`config.mk`:
```
export PLATFORM = sky130hd
export DESIGN_NAME = pixel_point_operation_unit
export DESIGN_NICKNAME = d
export VERILOG_FILES = /design/src/hw/rtl/ppo_pkg.sv /design/src/hw/rtl/ppo_front.sv /design/src/hw/rtl/ppo_mid.sv /design/src/hw/rtl/ppo_back.sv /design/src/hw/rtl/pixel_point_operation_unit.sv
export SDC_FILE = /design/constraint.sdc
export NUM_CORES = 1
export LEC_CHECK = 0
export ABC_CLOCK_PERIOD_IN_PS = 5800
export BUFFER_PORTS_ARGS = -buffer_cell sky130_fd_sc_hd__buf_2
export CORE_ASPECT_RATIO = 0.6
export CORE_UTILIZATION = 55
export DETAILED_ROUTE_END_ITERATION = 8
export PLACE_DENSITY = 0.75
export SLEW_MARGIN = 20
export SYNTH_ARGS = -nofsm -noshare
export SYNTH_HDL_FRONTEND = slang
export SYNTH_SLANG_ARGS = --single-unit
```
`constraint.sdc`:
```
create_clock -name clk -period 5.8 [get_ports clk]
set_input_delay 0.29 -clock clk [delete_from_list [all_inputs] [get_ports clk]]
set_output_delay 0.29 -clock clk [all_outputs]
set_load 0.02 [all_outputs]
```
`src/hw/rtl/ppo_pkg.sv`:
```
// ----------------------------------------------------------------------------
// ppo_pkg
// types, codes and stage words shared by the pixel point operation unit
// ----------------------------------------------------------------------------
`default_nettype none

package ppo_pkg;

  localparam int PixW   = 8;
  localparam int LevelW = 10;
  localparam int IdxW   = 3;
  localparam int CfgW   = 10;
  localparam int SqW    = 2 * PixW;
  localparam int SqSumW = SqW + 2;
  localparam int LvlSqW = 2 * LevelW;
  localparam int SumW   = PixW + 2;
  localparam int Div3W  = 20;

  localparam logic [PixW-1:0] PIX_MAX = 8'd255;
  // floor(x / 3) == (x * 683) >> 11 for every x below 1024
  localparam logic [SumW-1:0] DIV3_MUL   = 10'd683;
  localparam int              DIV3_SHIFT = 11;

  typedef enum logic [3:0] {
    MODE_THR       = 4'd0,
    MODE_BAND      = 4'd1,
    MODE_INV_GRAY  = 4'd2,
    MODE_ADD_GRAY  = 4'd3,
    MODE_INV_COLOR = 4'd4,
    MODE_ADD_COLOR = 4'd5,
    MODE_TO_GRAY   = 4'd6,
    MODE_L1        = 4'd7,
    MODE_L2        = 4'd8
  } mode_t;

  typedef enum logic [IdxW-1:0] {
    REG_MODE    = 3'd0,
    REG_LEVEL_A = 3'd1,
    REG_LEVEL_B = 3'd2,
    REG_COLOR_R = 3'd3,
    REG_COLOR_G = 3'd4,
    REG_COLOR_B = 3'd5
  } reg_idx_t;

  typedef struct packed {
    logic [PixW-1:0] red_in;
    logic [PixW-1:0] green_in;
    logic [PixW-1:0] blue_in;
    logic [PixW-1:0] gray_in;
    logic            frame_end_in;
  } pixel_t;

  typedef struct packed {
    logic [PixW-1:0] red_out;
    logic [PixW-1:0] green_out;
    logic [PixW-1:0] blue_out;
    logic [PixW-1:0] gray_out;
    logic            frame_end_out;
  } result_t;

  typedef struct packed {
    logic [3:0]        mode;
    logic [LevelW-1:0] level_a;
    logic [PixW-1:0]   level_b;
    logic [PixW-1:0]   color_r;
    logic [PixW-1:0]   color_g;
    logic [PixW-1:0]   color_b;
  } cfg_t;

  typedef struct packed {
    result_t         simple;
    logic [PixW-1:0] dr;
    logic [PixW-1:0] dg;
    logic [PixW-1:0] db;
    logic [SumW-1:0] rgb_sum;
  } s1_t;

  typedef struct packed {
    result_t         simple;
    logic [SqW-1:0]  sq_r;
    logic [SqW-1:0]  sq_g;
    logic [SqW-1:0]  sq_b;
    logic [SumW-1:0] l1;
    logic [PixW-1:0] quot;
  } s2_t;

endpackage

`default_nettype wire

```
`src/hw/rtl/ppo_front.sv`:
```
// ----------------------------------------------------------------------------
// ppo_front
// first stage: simple point ops, channel differences and channel sum
// ----------------------------------------------------------------------------
`default_nettype none

module ppo_front import ppo_pkg::*; (
  input  logic   clk,
  input  logic   rst,
  input  logic   vin,
  input  pixel_t pixel,
  input  cfg_t   cfg,
  output logic   vout,
  output s1_t    word
);

  s1_t word_next;

  function automatic logic [PixW-1:0] abs_diff(input logic [PixW-1:0] a,
                                               input logic [PixW-1:0] b);
    abs_diff = (a > b) ? a - b : b - a;
  endfunction

  function automatic logic [PixW-1:0] sat_add(input logic [PixW-1:0] a,
                                              input logic [PixW-1:0] b);
    logic [PixW:0] s;
    s = {1'b0, a} + {1'b0, b};
    sat_add = s[PixW] ? PIX_MAX : s[PixW-1:0];
  endfunction

  always_comb begin
    logic [LevelW:0] gsum;
    gsum = {{(LevelW+1-PixW){1'b0}}, pixel.gray_in} + {1'b0, cfg.level_a};
    word_next.simple.red_out       = pixel.red_in;
    word_next.simple.green_out     = pixel.green_in;
    word_next.simple.blue_out      = pixel.blue_in;
    word_next.simple.gray_out      = pixel.gray_in;
    word_next.simple.frame_end_out = pixel.frame_end_in;
    unique case (cfg.mode)
      MODE_THR: begin
        word_next.simple.gray_out =
          ({{(LevelW-PixW){1'b0}}, pixel.gray_in} < cfg.level_a) ? PIX_MAX : '0;
      end
      MODE_BAND: begin
        word_next.simple.gray_out =
          (({{(LevelW-PixW){1'b0}}, pixel.gray_in} > cfg.level_a) &&
           (pixel.gray_in < cfg.level_b)) ? PIX_MAX : '0;
      end
      MODE_INV_GRAY: word_next.simple.gray_out = PIX_MAX - pixel.gray_in;
      MODE_ADD_GRAY: begin
        word_next.simple.gray_out = (gsum > {{(LevelW+1-PixW){1'b0}}, PIX_MAX}) ?
                                    PIX_MAX : gsum[PixW-1:0];
      end
      MODE_INV_COLOR: begin
        word_next.simple.red_out   = PIX_MAX - pixel.red_in;
        word_next.simple.green_out = PIX_MAX - pixel.green_in;
        word_next.simple.blue_out  = PIX_MAX - pixel.blue_in;
      end
      MODE_ADD_COLOR: begin
        word_next.simple.red_out   = sat_add(pixel.red_in, cfg.color_r);
        word_next.simple.green_out = sat_add(pixel.green_in, cfg.color_g);
        word_next.simple.blue_out  = sat_add(pixel.blue_in, cfg.color_b);
      end
      default: ;
    endcase
    word_next.dr = abs_diff(pixel.red_in, cfg.color_r);
    word_next.dg = abs_diff(pixel.green_in, cfg.color_g);
    word_next.db = abs_diff(pixel.blue_in, cfg.color_b);
    word_next.rgb_sum = {2'b00, pixel.red_in} + {2'b00, pixel.green_in} +
                        {2'b00, pixel.blue_in};
  end

  always_ff @(posedge clk) begin
    if (rst) begin
      vout <= 1'b0;
    end else begin
      vout <= vin;
    end
  end

  always_ff @(posedge clk) begin
    word <= word_next;
  end

endmodule

`default_nettype wire

```
`src/hw/rtl/ppo_mid.sv`:
```
// ----------------------------------------------------------------------------
// ppo_mid
// second stage: squared differences, L1 distance and divide by three
// ----------------------------------------------------------------------------
`default_nettype none

module ppo_mid import ppo_pkg::*; (
  input  logic clk,
  input  logic rst,
  input  logic vin,
  input  s1_t  win,
  output logic vout,
  output s2_t  word
);

  s2_t              word_next;
  logic [Div3W-1:0] prod;

  assign prod = {{(Div3W-SumW){1'b0}}, win.rgb_sum} *
                {{(Div3W-SumW){1'b0}}, DIV3_MUL};

  always_comb begin
    word_next.simple = win.simple;
    word_next.sq_r   = {{PixW{1'b0}}, win.dr} * {{PixW{1'b0}}, win.dr};
    word_next.sq_g   = {{PixW{1'b0}}, win.dg} * {{PixW{1'b0}}, win.dg};
    word_next.sq_b   = {{PixW{1'b0}}, win.db} * {{PixW{1'b0}}, win.db};
    word_next.l1     = {2'b00, win.dr} + {2'b00, win.dg} + {2'b00, win.db};
    word_next.quot   = prod[DIV3_SHIFT +: PixW];
  end

  always_ff @(posedge clk) begin
    if (rst) begin
      vout <= 1'b0;
    end else begin
      vout <= vin;
    end
  end

  always_ff @(posedge clk) begin
    word <= word_next;
  end

endmodule

`default_nettype wire

```
`src/hw/rtl/ppo_back.sv`:
```
// ----------------------------------------------------------------------------
// ppo_back
// last stage: distance compares and final mode select into the output word
// ----------------------------------------------------------------------------
`default_nettype none

module ppo_back import ppo_pkg::*; (
  input  logic              clk,
  input  logic              rst,
  input  logic              vin,
  input  s2_t               win,
  input  cfg_t              cfg,
  input  logic [LvlSqW-1:0] level_sq,
  output logic              done,
  output result_t           result
);

  result_t           result_next;
  logic [SqSumW-1:0] l2;
  logic              near;

  assign l2 = {2'b00, win.sq_r} + {2'b00, win.sq_g} + {2'b00, win.sq_b};

  always_comb begin
    near        = 1'b0;
    result_next = win.simple;
    unique case (cfg.mode)
      MODE_TO_GRAY: result_next.gray_out = win.quot;
      MODE_L1: begin
        near = win.l1 < cfg.level_a;
        result_next.red_out   = near ? '0 : PIX_MAX;
        result_next.green_out = near ? '0 : PIX_MAX;
        result_next.blue_out  = near ? '0 : PIX_MAX;
      end
      MODE_L2: begin
        near = {{(LvlSqW-SqSumW){1'b0}}, l2} < level_sq;
        result_next.red_out   = near ? '0 : PIX_MAX;
        result_next.green_out = near ? '0 : PIX_MAX;
        result_next.blue_out  = near ? '0 : PIX_MAX;
      end
      default: ;
    endcase
  end

  always_ff @(posedge clk) begin
    if (rst) begin
      done <= 1'b0;
    end else begin
      done <= vin;
    end
  end

  always_ff @(posedge clk) begin
    result <= result_next;
  end

`ifndef SYNTHESIS
  a_key_black_white: assert property (@(posedge clk) disable iff (rst)
    (done && ($past(cfg.mode) == MODE_L1 || $past(cfg.mode) == MODE_L2)) |->
    (result.red_out == result.green_out && result.green_out == result.blue_out &&
     (result.red_out == '0 || result.red_out == PIX_MAX)))
    else $error("colour key word is not pure black or white");
`endif

endmodule

`default_nettype wire

```
`src/hw/rtl/pixel_point_operation_unit.sv`:
```
// ----------------------------------------------------------------------------
// pixel_point_operation_unit
// per-pixel point operations: thresholds, inversion, saturating adds,
// rgb to gray and colour-key distance, in a three-stage pipeline
//
//   channel   ports                          handshake
//   input     start, busy, pixel             taken when start && !busy
//   output    done, result                   one-cycle strobe, no back-pressure
//   config    cfg_we, cfg_index, cfg_data    write when cfg_we, no wait
//
// start passes through the front, mid and back stage registers to done, one word per cycle sustained
// depth is set by the square and divide-by-three multipliers in stage two
// busy is always low: every stage advances each cycle
// rst clears the valid bits and the config registers to their reset values
// ----------------------------------------------------------------------------
`default_nettype none

module pixel_point_operation_unit import ppo_pkg::*; (
  input  logic            clk,
  input  logic            rst,
  input  logic            start,
  output logic            busy,
  input  pixel_t          pixel,
  output logic            done,
  output result_t         result,
  input  logic            cfg_we,
  input  logic [IdxW-1:0] cfg_index,
  input  logic [CfgW-1:0] cfg_data
);

  cfg_t              cfg;
  logic [LvlSqW-1:0] level_sq;
  logic              v1;
  logic              v2;
  s1_t               w1;
  s2_t               w2;

  assign busy = 1'b0;

  always_ff @(posedge clk) begin
    if (rst) begin
      cfg.mode    <= MODE_THR;
      cfg.level_a <= '0;
      cfg.level_b <= PIX_MAX;
      cfg.color_r <= '0;
      cfg.color_g <= '0;
      cfg.color_b <= '0;
    end else if (cfg_we) begin
      unique case (cfg_index)
        REG_MODE:    cfg.mode    <= cfg_data[3:0];
        REG_LEVEL_A: cfg.level_a <= cfg_data[LevelW-1:0];
        REG_LEVEL_B: cfg.level_b <= cfg_data[PixW-1:0];
        REG_COLOR_R: cfg.color_r <= cfg_data[PixW-1:0];
        REG_COLOR_G: cfg.color_g <= cfg_data[PixW-1:0];
        REG_COLOR_B: cfg.color_b <= cfg_data[PixW-1:0];
        default: ;
      endcase
    end
  end

  // squared level, registered and used in the back stage
  always_ff @(posedge clk) begin
    if (rst) begin
      level_sq <= '0;
    end else begin
      level_sq <= {{(LvlSqW-LevelW){1'b0}}, cfg.level_a} *
                  {{(LvlSqW-LevelW){1'b0}}, cfg.level_a};
    end
  end

  ppo_front u_front (
    .clk   (clk),
    .rst   (rst),
    .vin   (start && !busy),
    .pixel (pixel),
    .cfg   (cfg),
    .vout  (v1),
    .word  (w1)
  );

  ppo_mid u_mid (
    .clk  (clk),
    .rst  (rst),
    .vin  (v1),
    .win  (w1),
    .vout (v2),
    .word (w2)
  );

  ppo_back u_back (
    .clk      (clk),
    .rst      (rst),
    .vin      (v2),
    .win      (w2),
    .cfg      (cfg),
    .level_sq (level_sq),
    .done     (done),
    .result   (result)
  );

`ifndef SYNTHESIS
  a_latency: assert property (@(posedge clk) disable iff (rst)
    (!$past(rst) && !$past(rst, 2) && !$past(rst, 3)) |-> (done == $past(start, 3)))
    else $error("done does not follow start by three cycles");

  a_frame_end: assert property (@(posedge clk) disable iff (rst)
    (done && !$past(rst) && !$past(rst, 2) && !$past(rst, 3)) |->
    (result.frame_end_out == $past(pixel.frame_end_in, 3)))
    else $error("frame end mark lost in pipeline");

  a_empty_after_reset: assert property (@(posedge clk)
    $fell(rst) |-> (!done && !v1 && !v2))
    else $error("pipeline holds a word after reset");
`endif

endmodule

`default_nettype wire

```
Word-level counts from Yosys, hierarchy flattened
Cells that the tools add are included.
Word-level totals
  output and inout bits: 35
  register bits: 268
  bits of input ports: 50
  logic and storage cells: 105
Operators by class
  $add $sub $neg: 20
  equality and inequality tests: 13
  muxes and demuxes: 15
  reduce and logical (&&, ||, !) cells: 9
  $mul: 5
  magnitude comparators: 9
Operators by type and width (number)
  8-bit 2-to-1 mux: 12
  24-bit case mux with 2 select lines: 2
  8-bit by 8-bit multiplier with 16-bit output: 3
  8-bit subtractor: 6
  8-bit by 8-bit adder with 9-bit output: 5
  8-bit case mux with 4 select lines: 1
  8-bit subtractor (first input constant): 4
  8-bit greater-than comparator: 3
  10-bit by 8-bit adder with 10-bit output: 2
  18-bit by 20-bit less-than comparator with 1-bit output: 1
  10-bit by 10-bit multiplier with 20-bit output: 1
  10-bit by 10-bit multiplier with 19-bit output (second input constant): 1
  18-bit by 16-bit adder with 18-bit output: 1
  16-bit by 16-bit adder with 17-bit output: 1
  4-bit by 3-bit equality test with 1-bit output (second input constant): 4
  2-bit AND reduction: 6
  8-bit by 10-bit adder with 11-bit output: 1
  11-bit by 8-bit greater-than comparator with 1-bit output (second input constant): 1
  8-bit by 10-bit greater-than comparator with 1-bit output: 1
  10-bit less-than comparator: 1
  8-bit by 10-bit less-than comparator with 1-bit output: 1
  4-bit by 2-bit equality test with 1-bit output (second input constant): 2
  8-bit less-than comparator: 1
  3-bit by 2-bit equality test with 1-bit output (second input constant): 2
  other kinds (7): 8

Longest topological paths before layout
Gate-level depths: netlist of the first run.
  word-level depth: 5
  depth in mapped cells: 25
  mapped depth without buffers: 24

Modules after synthesis
From an unflattened synthesis of the first run, not the netlist that was laid out.
Second synthesis, totals
  cells, all modules: 2663
  area total of the unflattened synthesis: 23820.3 µm²
By module, submodules not included
  ppo_mid: area each 8805.9 µm², cells each 896, seq. area each 1941.9 µm², times used 1
  ppo_front: area each 6472.5 µm², cells each 769, seq. area each 1361.3 µm², times used 1
  pixel_point_operation_unit: area each 4974.8 µm², cells each 571, seq. area each 1301.2 µm², times used 1
  ppo_back: area each 3567.2 µm², cells each 427, seq. area each 680.7 µm², times used 1

Worst setup path before layout of the first run
Ideal clock, no wire load.
  path kind: reg2reg
  from: register, netlist name cfg[33]
  to: register level_sq[18]
  data required time: 5.672 ns
  slack: 0.444 ns
  cell stages (with the launch flop): 19
  path buffers: 1
  library setup time: 0.128 ns
  clock period less this slack: 5.356 ns
  data arrival time: 5.229 ns
  cells stage by stage: dfxtp_1 > clkbuf_1 > clkinv_1 > nor2_1 > fa_1 > inv_1 > fa_1 > inv_1 > fa_1 > fa_1 > fa_1 > ha_1 > or4_1 > o21ai_0 > o31ai_1 > o41ai_1 > o21ai_0 > xnor2_1 > nor2_1
On the way
  longest elaborated chain between the ends: 1
RTL lines
  10-bit by 10-bit multiplier with 20-bit output: line pixel_point_operation_unit.sv:66  | level_sq <= {{(LvlSqW-LevelW){1'b0}}, cfg.level_a} *
  to (signal assigned): line pixel_point_operation_unit.sv:66
  to (decl): line pixel_point_operation_unit.sv:32  | logic [LvlSqW-1:0] level_sq;
Every way passes these cells.
A chain may end at the register's enable or synchronous reset.

Worst setup path after layout of the first run
  from: register, netlist name cfg[38]
  to: register level_sq[19]
On the way
  longest elaborated chain between the ends: 1
RTL lines (line)
  10-bit by 10-bit multiplier with 20-bit output: pixel_point_operation_unit.sv:66
Every way passes these cells.

==> results.yml, run 1 <==
place:
  io_buffers: 83
  place.gp.congestion: 0.917
  dp.final_hpwl_um: 44800
  dp.cells: 3016
  postPlaceCellArea_um2: 23200
worst_setup_path:
  path_class: "flip-flop to flip-flop"
  critPathTopFamily: "adder cells"
  worstPathMaxFanout: 8
  r2r_cells: 18
  end_kind: "flip-flop"
  path_cells: "inv_1, nor2_1, fa_1, fa_1, ha_1, inv_1, fa_1, inv_1, fa_1, ha_1, a21oi_1, o211ai_1, o21bai_1, a41o_1, a31oi_1, a21oi_1, xnor2_1, nor2_1"
  critPathBufInv: 3
  reg2reg_to: "level_sq[19]$_SDFF_PP0_"
  critPathArrivalTime_ns: 5.85
  crit_top_cell: "fa_1"
  critPathMaxStageDelay_ns: 0.54
  path_depth: 18
  crit_required_ns: 6.21
  rr_startpoint: "cfg[38]$_SDFFE_PP0P_"
  slowest_stage: "dfxtp_1"
  crit_start: "cfg[38]$_SDFFE_PP0P_"
  reg2reg_slack_ns: 0.36
  cp-start-kind: "flip-flop"
  cp-endpoint: "level_sq[19]$_SDFF_PP0_"
clock_tree:
  cts_tree: "yes"
  cts-root-buf: "clkbuf_16"
  htree_levels: 1
  path_clk_slew_ns: 0.06
  cts_buffers: 26
  post_cts_buffers: 0
  clock_latency_ns: 0.57
  clock_sinks: 264
  clk_path_buf_depth: 3
global_routing:
  grt_max_degree: 72
  grt_use_total: 0.271
  first_global_vias: 16900
  grt_first_pass_wirelength_um: 88300
  antenna_found_initial: 1
  grt_overflow: 0
final_layout:
  syn_to_final_growth_pct: 9.14
  fin_area_um2: 24300
  fin_cells: 3070
  seq_area_um2: 5290
  layout_common_cells: "ha_1, inv_1, dfxtp_1"
  final_common_cell: "ha_1"
  final_layout_size_suffix_gt1_frac: 0.0715
  multiInputGateArea_um2: 15500
  nets: 3106
  fill_cells: 3368
timing:
  rsz0062_at_grt: "no"
  finClkSkew_ns: 0.0247
  finalCriticalPeriod_ns: 5.44
  clock.fmax_mhz: 184
  slew_violations: 0
  final.setup.tns_ns: 0
  hold_viol: 0
  relSlewSlack: 0.318
  tightest_slew_ns: 1.02
  setup_violations: 0
  holdWs_ns: 0.0307
  fin_crit_sh: 0.937
yosys:
  synth_top_cell_by_area: "dfxtp_1"
  synth.distinct_cells: 72
  synth_flop_cell: "dfxtp_1"
  synth.area.top_cells: "dfxtp_1, ha_1, fa_1"
  async_flop_share: 0
  synth_edf_count: 0
  netlist_area_um2: 22300
  synth_seq_cells: 264
  synth_cells: 2449
  synth_top_area_frac: 0.238
  seq_area_frac_synth: 0.238
  yosys_warnings: 0
  avgSynthCellArea_um2: 9.09
route:
  drt_pass1_iterations: 5
  dr.max_layer_used: "met5"
  vias: 17100
  routed_wl_um: 54800
  wl_met3_um: 4080
  wl_met2_um: 22500
  drtAntennaViolNets: 0
  via_per_inst: 5.57
  drc: 0
  drt-initial-drc-count: 1208
  wire_per_inst_um: 17.9
  wl_met1_um: 27300
floorplanning:
  fp-row-count: 56
  die_area_um2: 41300
  core_um2: 39400
  die-width_um: 262
  start_util: 0.564
  die_y_um: 158
  pin_count: 85
status:
  status: "finished clean"
run:
  maxCapViolCount: 0
hold_path:
  worst_hold_path_type: "input pin to flip-flop"
  hp-start: "pixel[22]"
[worst min-delay path by stage]
stage	slack, ns	depth (start not counted)	end
6_report	0.03	2	u_front.word[56]$_DFF_P_
5_1_grt	0.03	2	u_front.word[56]$_DFF_P_
4_1_cts	0.002	2	u_front.word[56]$_DFF_P_
3_5_place_dp	0.31	0	u_mid.word[68]$_DFF_P_
3_3_place_gp	0.31	0	u_mid.word[73]$_DFF_P_
2_1_floorplan	0.31	0	u_back.result[0]$_DFF_P_
[kinds of logic (layout without fill, tap and decap cells)]
group,Yosys count,after routing,synth area share
simple gates,548,548,0.117
fa+ha+maj,528,528,0.350
compound gates,492,492,0.141
buf+inv,408,504,0.0696
flops,264,264,0.238
xor+xnor,170,170,0.0669
mux,38,38,0.0180
other cells,1,4,0.000169
[worst reg2reg max path, delay by kind of cell (launching register included)]
family          cells  cell delay [ns]
flops               1             0.54
xor+xnor            1             0.19
fa+ha+maj           6             2.62
compound gates      6             1.31
simple gates        2             0.25
buf+inv             3             0.37
[final cells by class]
| type | instances | area share |
|---|---|---|
| Timing Repair Buffer | 106 | 0.0245 |
| Antenna cell | 1 | 0.000103 |
| Tap cell | 522 | 0.0269 |
| Sequential cell | 264 | 0.218 |
| Clock inverter | 15 | 0.0121 |
| Inverter | 351 | 0.0543 |
| Multi-Input combinational cell | 1779 | 0.636 |
| Clock buffer | 32 | 0.0281 |
[routing by layer]
metal  vias to the layer above  track usage
met5                         -            0
met4                         2       0.0496
met3                        77       0.0487
met2                       512        0.405
met1                      8189        0.406
li1                       8314            -
[flip-flops by register name, indices dropped and copies added, names as in the netlist]
| signal | cells |
|---|---|
| u_mid.word | 96 |
| u_front.word | 67 |
| cfg | 46 |
| u_back.result | 33 |
| level_sq | 19 |
| u_back.done | 1 |
| u_front.vout | 1 |
| u_mid.vout | 1 |
[per-stage QoR]
step | util | setup WS, ns
global route | 0.616 | 0.0672
CTS | 0.615 | 0.114
global placement | 0.589 | 0.307
finish | 0.616 | 0.364
floorplan | - | 0.444
detailed placement | 0.589 | 0.137
[synth_stat cells, drive strengths merged, types with 44 or more instances]
library cell / instances
nand2: 176
ha: 371
a21oi: 187
clkbuf: 44
and2: 63
o21ai: 77
dfxtp: 264
xnor2: 132
nor2: 138
fa: 157
a21o: 66
inv: 349
[timing repair]
| action | in CTS | in global routing |
|---|---|---|
| hold endpoints to repair | 4 | 0 |
| endpoints found under the setup margin | 0 | 26 |
| hold buffers | 4 | 0 |
| gates resized for setup | 0 | 6 |
Power of run 1 is left out: the tool's default activity adds up to more than one toggle a clock period on the data nets, which glitch-free logic cannot reach.
==> run 2, diff against run 1 <==
--- a/config.mk
+++ b/config.mk
@@ -10,6 +10,7 @@
 export CORE_ASPECT_RATIO = 0.6
 export CORE_UTILIZATION = 55
 export DETAILED_ROUTE_END_ITERATION = 8
+export HOLD_SLACK_MARGIN = 0.1
 export PLACE_DENSITY = 0.75
 export SLEW_MARGIN = 20
 export SYNTH_ARGS = -nofsm -noshare
==> results.yml, run 2 (same netlist as run 1, synthesis figures left out) <==
timing:
  finClkSkew_ns: 0.0243
  tightest_slew_ns: 1.00
  clock.fmax_mhz: 185
  relSlewSlack: 0.329
  setup_violations: 0
  hold_viol: 0
  finalCriticalPeriod_ns: 5.40
  fin_crit_sh: 0.931
  slew_violations: 0
  final.setup.tns_ns: 0
  rsz0062_at_grt: "no"
clock_tree:
  cts_buffers: 26
  htree_levels: 1
  cts-root-buf: "clkbuf_16"
  clock_latency_ns: 0.57
  path_clk_slew_ns: 0.06
  clk_path_buf_depth: 3
  clock_sinks: 264
  cts_tree: "yes"
global_routing:
  grt_max_degree: 72
  antenna_found_initial: 2
  grt_first_pass_wirelength_um: 89300
  grt_use_total: 0.273
  grt_overflow: 0
  first_global_vias: 17200
worst_setup_path:
  crit_top_cell: "fa_1"
  r2r_cells: 18
  rr_startpoint: "cfg[38]$_SDFFE_PP0P_"
  path_class: "flip-flop to flip-flop"
  critPathArrivalTime_ns: 5.81
  crit_required_ns: 6.21
  cp-start-kind: "flip-flop"
  reg2reg_slack_ns: 0.40
  slowest_stage: "fa_1"
  path_cells: "inv_1, nor2_1, fa_1, fa_1, ha_1, inv_1, fa_1, inv_1, fa_1, ha_1, a21oi_1, o211ai_1, o21bai_1, a41o_1, a31oi_1, a21oi_1, xnor2_1, nor2_1"
  worstPathMaxFanout: 8
  critPathBufInv: 3
  end_kind: "flip-flop"
  critPathMaxStageDelay_ns: 0.53
  reg2reg_to: "level_sq[19]$_SDFF_PP0_"
  critPathTopFamily: "adder cells"
final_layout:
  num_antenna_cells: 0
  largest_reg_flops: 96
  nets: 3140
  reg.largest.list: "u_mid.word: 96 flops, u_front.word: 67 flops, cfg: 46 flops"
  fin_area_um2: 24600
  layout_common_cells: "ha_1, inv_1, dfxtp_1"
  syn_to_final_growth_pct: 10.7
  final_layout_size_suffix_gt1_frac: 0.0705
  final_common_cell: "ha_1"
  largest-register: "u_mid.word"
  fin_cells: 3103
hold_path:
  min_to: "u_front.word[66]$_DFF_P_"
  hp-start: "pixel[32]"
  worst_hold_path_type: "input pin to flip-flop"
  hold_depth: 4
floorplanning:
  start_util: 0.564
  fp-row-count: 56
  core_um2: 39400
  die-width_um: 262
  pin_count: 85
  die_area_um2: 41300
  die_y_um: 158
place:
  dp.final_hpwl_um: 44800
  postPlaceCellArea_um2: 23200
  dp.cells: 3016
  io_buffers: 83
  place.gp.congestion: 0.917
route:
  routed_wl_um: 55400
  drtAntennaViolNets: 0
  via_per_inst: 5.57
  wire_per_inst_um: 17.9
  vias: 17300
  drt_pass1_iterations: 5
  drt-initial-drc-count: 1245
  drc: 0
status:
  status: "finished clean"
run:
  maxCapViolCount: 0
[run 2: cell count changes in the layout (fill, tap and decap cells not counted)]
cell           delta
dlygate4sd3_1    +34
diode_2           -1
[run 2: what timing repair did]
action | CTS | global route
endpoints found under the hold margin | 66 | 0
buffers inserted | 0 | 0
resized for setup | 0 | 6
setup endpoints to repair | 0 | 26
hold buffers | 38 | 0
[run 2: stage by stage]
step           utilization  hold WS (ns)  worst slack, ns
2_1_floorplan            -         0.310            0.444
3_3_place_gp         0.589         0.311            0.307
3_5_place_dp         0.589         0.312            0.137
4_1_cts              0.624         0.111            0.114
5_1_grt              0.624         0.140           0.0671
6_report             0.624         0.134            0.398
[run 2: worst max-delay path by stage]
stage,start,endpoint,depth (start not counted)
5_1_grt,u_mid.word[37]$_DFF_P_,u_back.result[22]$_DFF_P_,24
6_report,cfg[38]$_SDFFE_PP0P_,level_sq[19]$_SDFF_PP0_,18
4_1_cts,cfg[40]$_SDFFE_PP0P_,level_sq[18]$_SDFF_PP0_,17
3_3_place_gp,cfg[40]$_SDFFE_PP0P_,level_sq[18]$_SDFF_PP0_,17
3_5_place_dp,cfg[40]$_SDFFE_PP0P_,level_sq[18]$_SDFF_PP0_,17
2_1_floorplan,cfg[33]$_SDFFE_PP0P_,level_sq[18]$_SDFF_PP0_,18
[run 2: worst register-to-register path, cell delays in order (launching register included)]
cell	delay [ns]
dfxtp_1	0.52
inv_1	0.26
nor2_1	0.20
fa_1	0.48
fa_1	0.48
ha_1	0.29
inv_1	0.05
fa_1	0.53
inv_1	0.05
fa_1	0.45
ha_1	0.39
a21oi_1	0.18
o211ai_1	0.10
o21bai_1	0.22
a41o_1	0.31
a31oi_1	0.36
a21oi_1	0.14
xnor2_1	0.19
nor2_1	0.05
[run 2: metal layers]
| metal | GRT usage | wire length, um | part of all wire |
|---|---|---|---|
| met5 | 0 | 23 | 0.00041 |
| met4 | 0.0520 | 1010 | 0.018 |
| met2 | 0.412 | 22900 | 0.41 |
| met1 | 0.407 | 27200 | 0.49 |
| met3 | 0.0492 | 4330 | 0.078 |
[run 2: layout make-up]
class	instances	area, um^2
multi-input cells	1779	15500
fillers	3315	14800
flip-flops and latches	264	5290
inverters	351	1320
repair buffers	140	936
clock buffers	32	683
well taps	522	653
clock inverters	15	293
Power of run 2 is left out for the same reason.
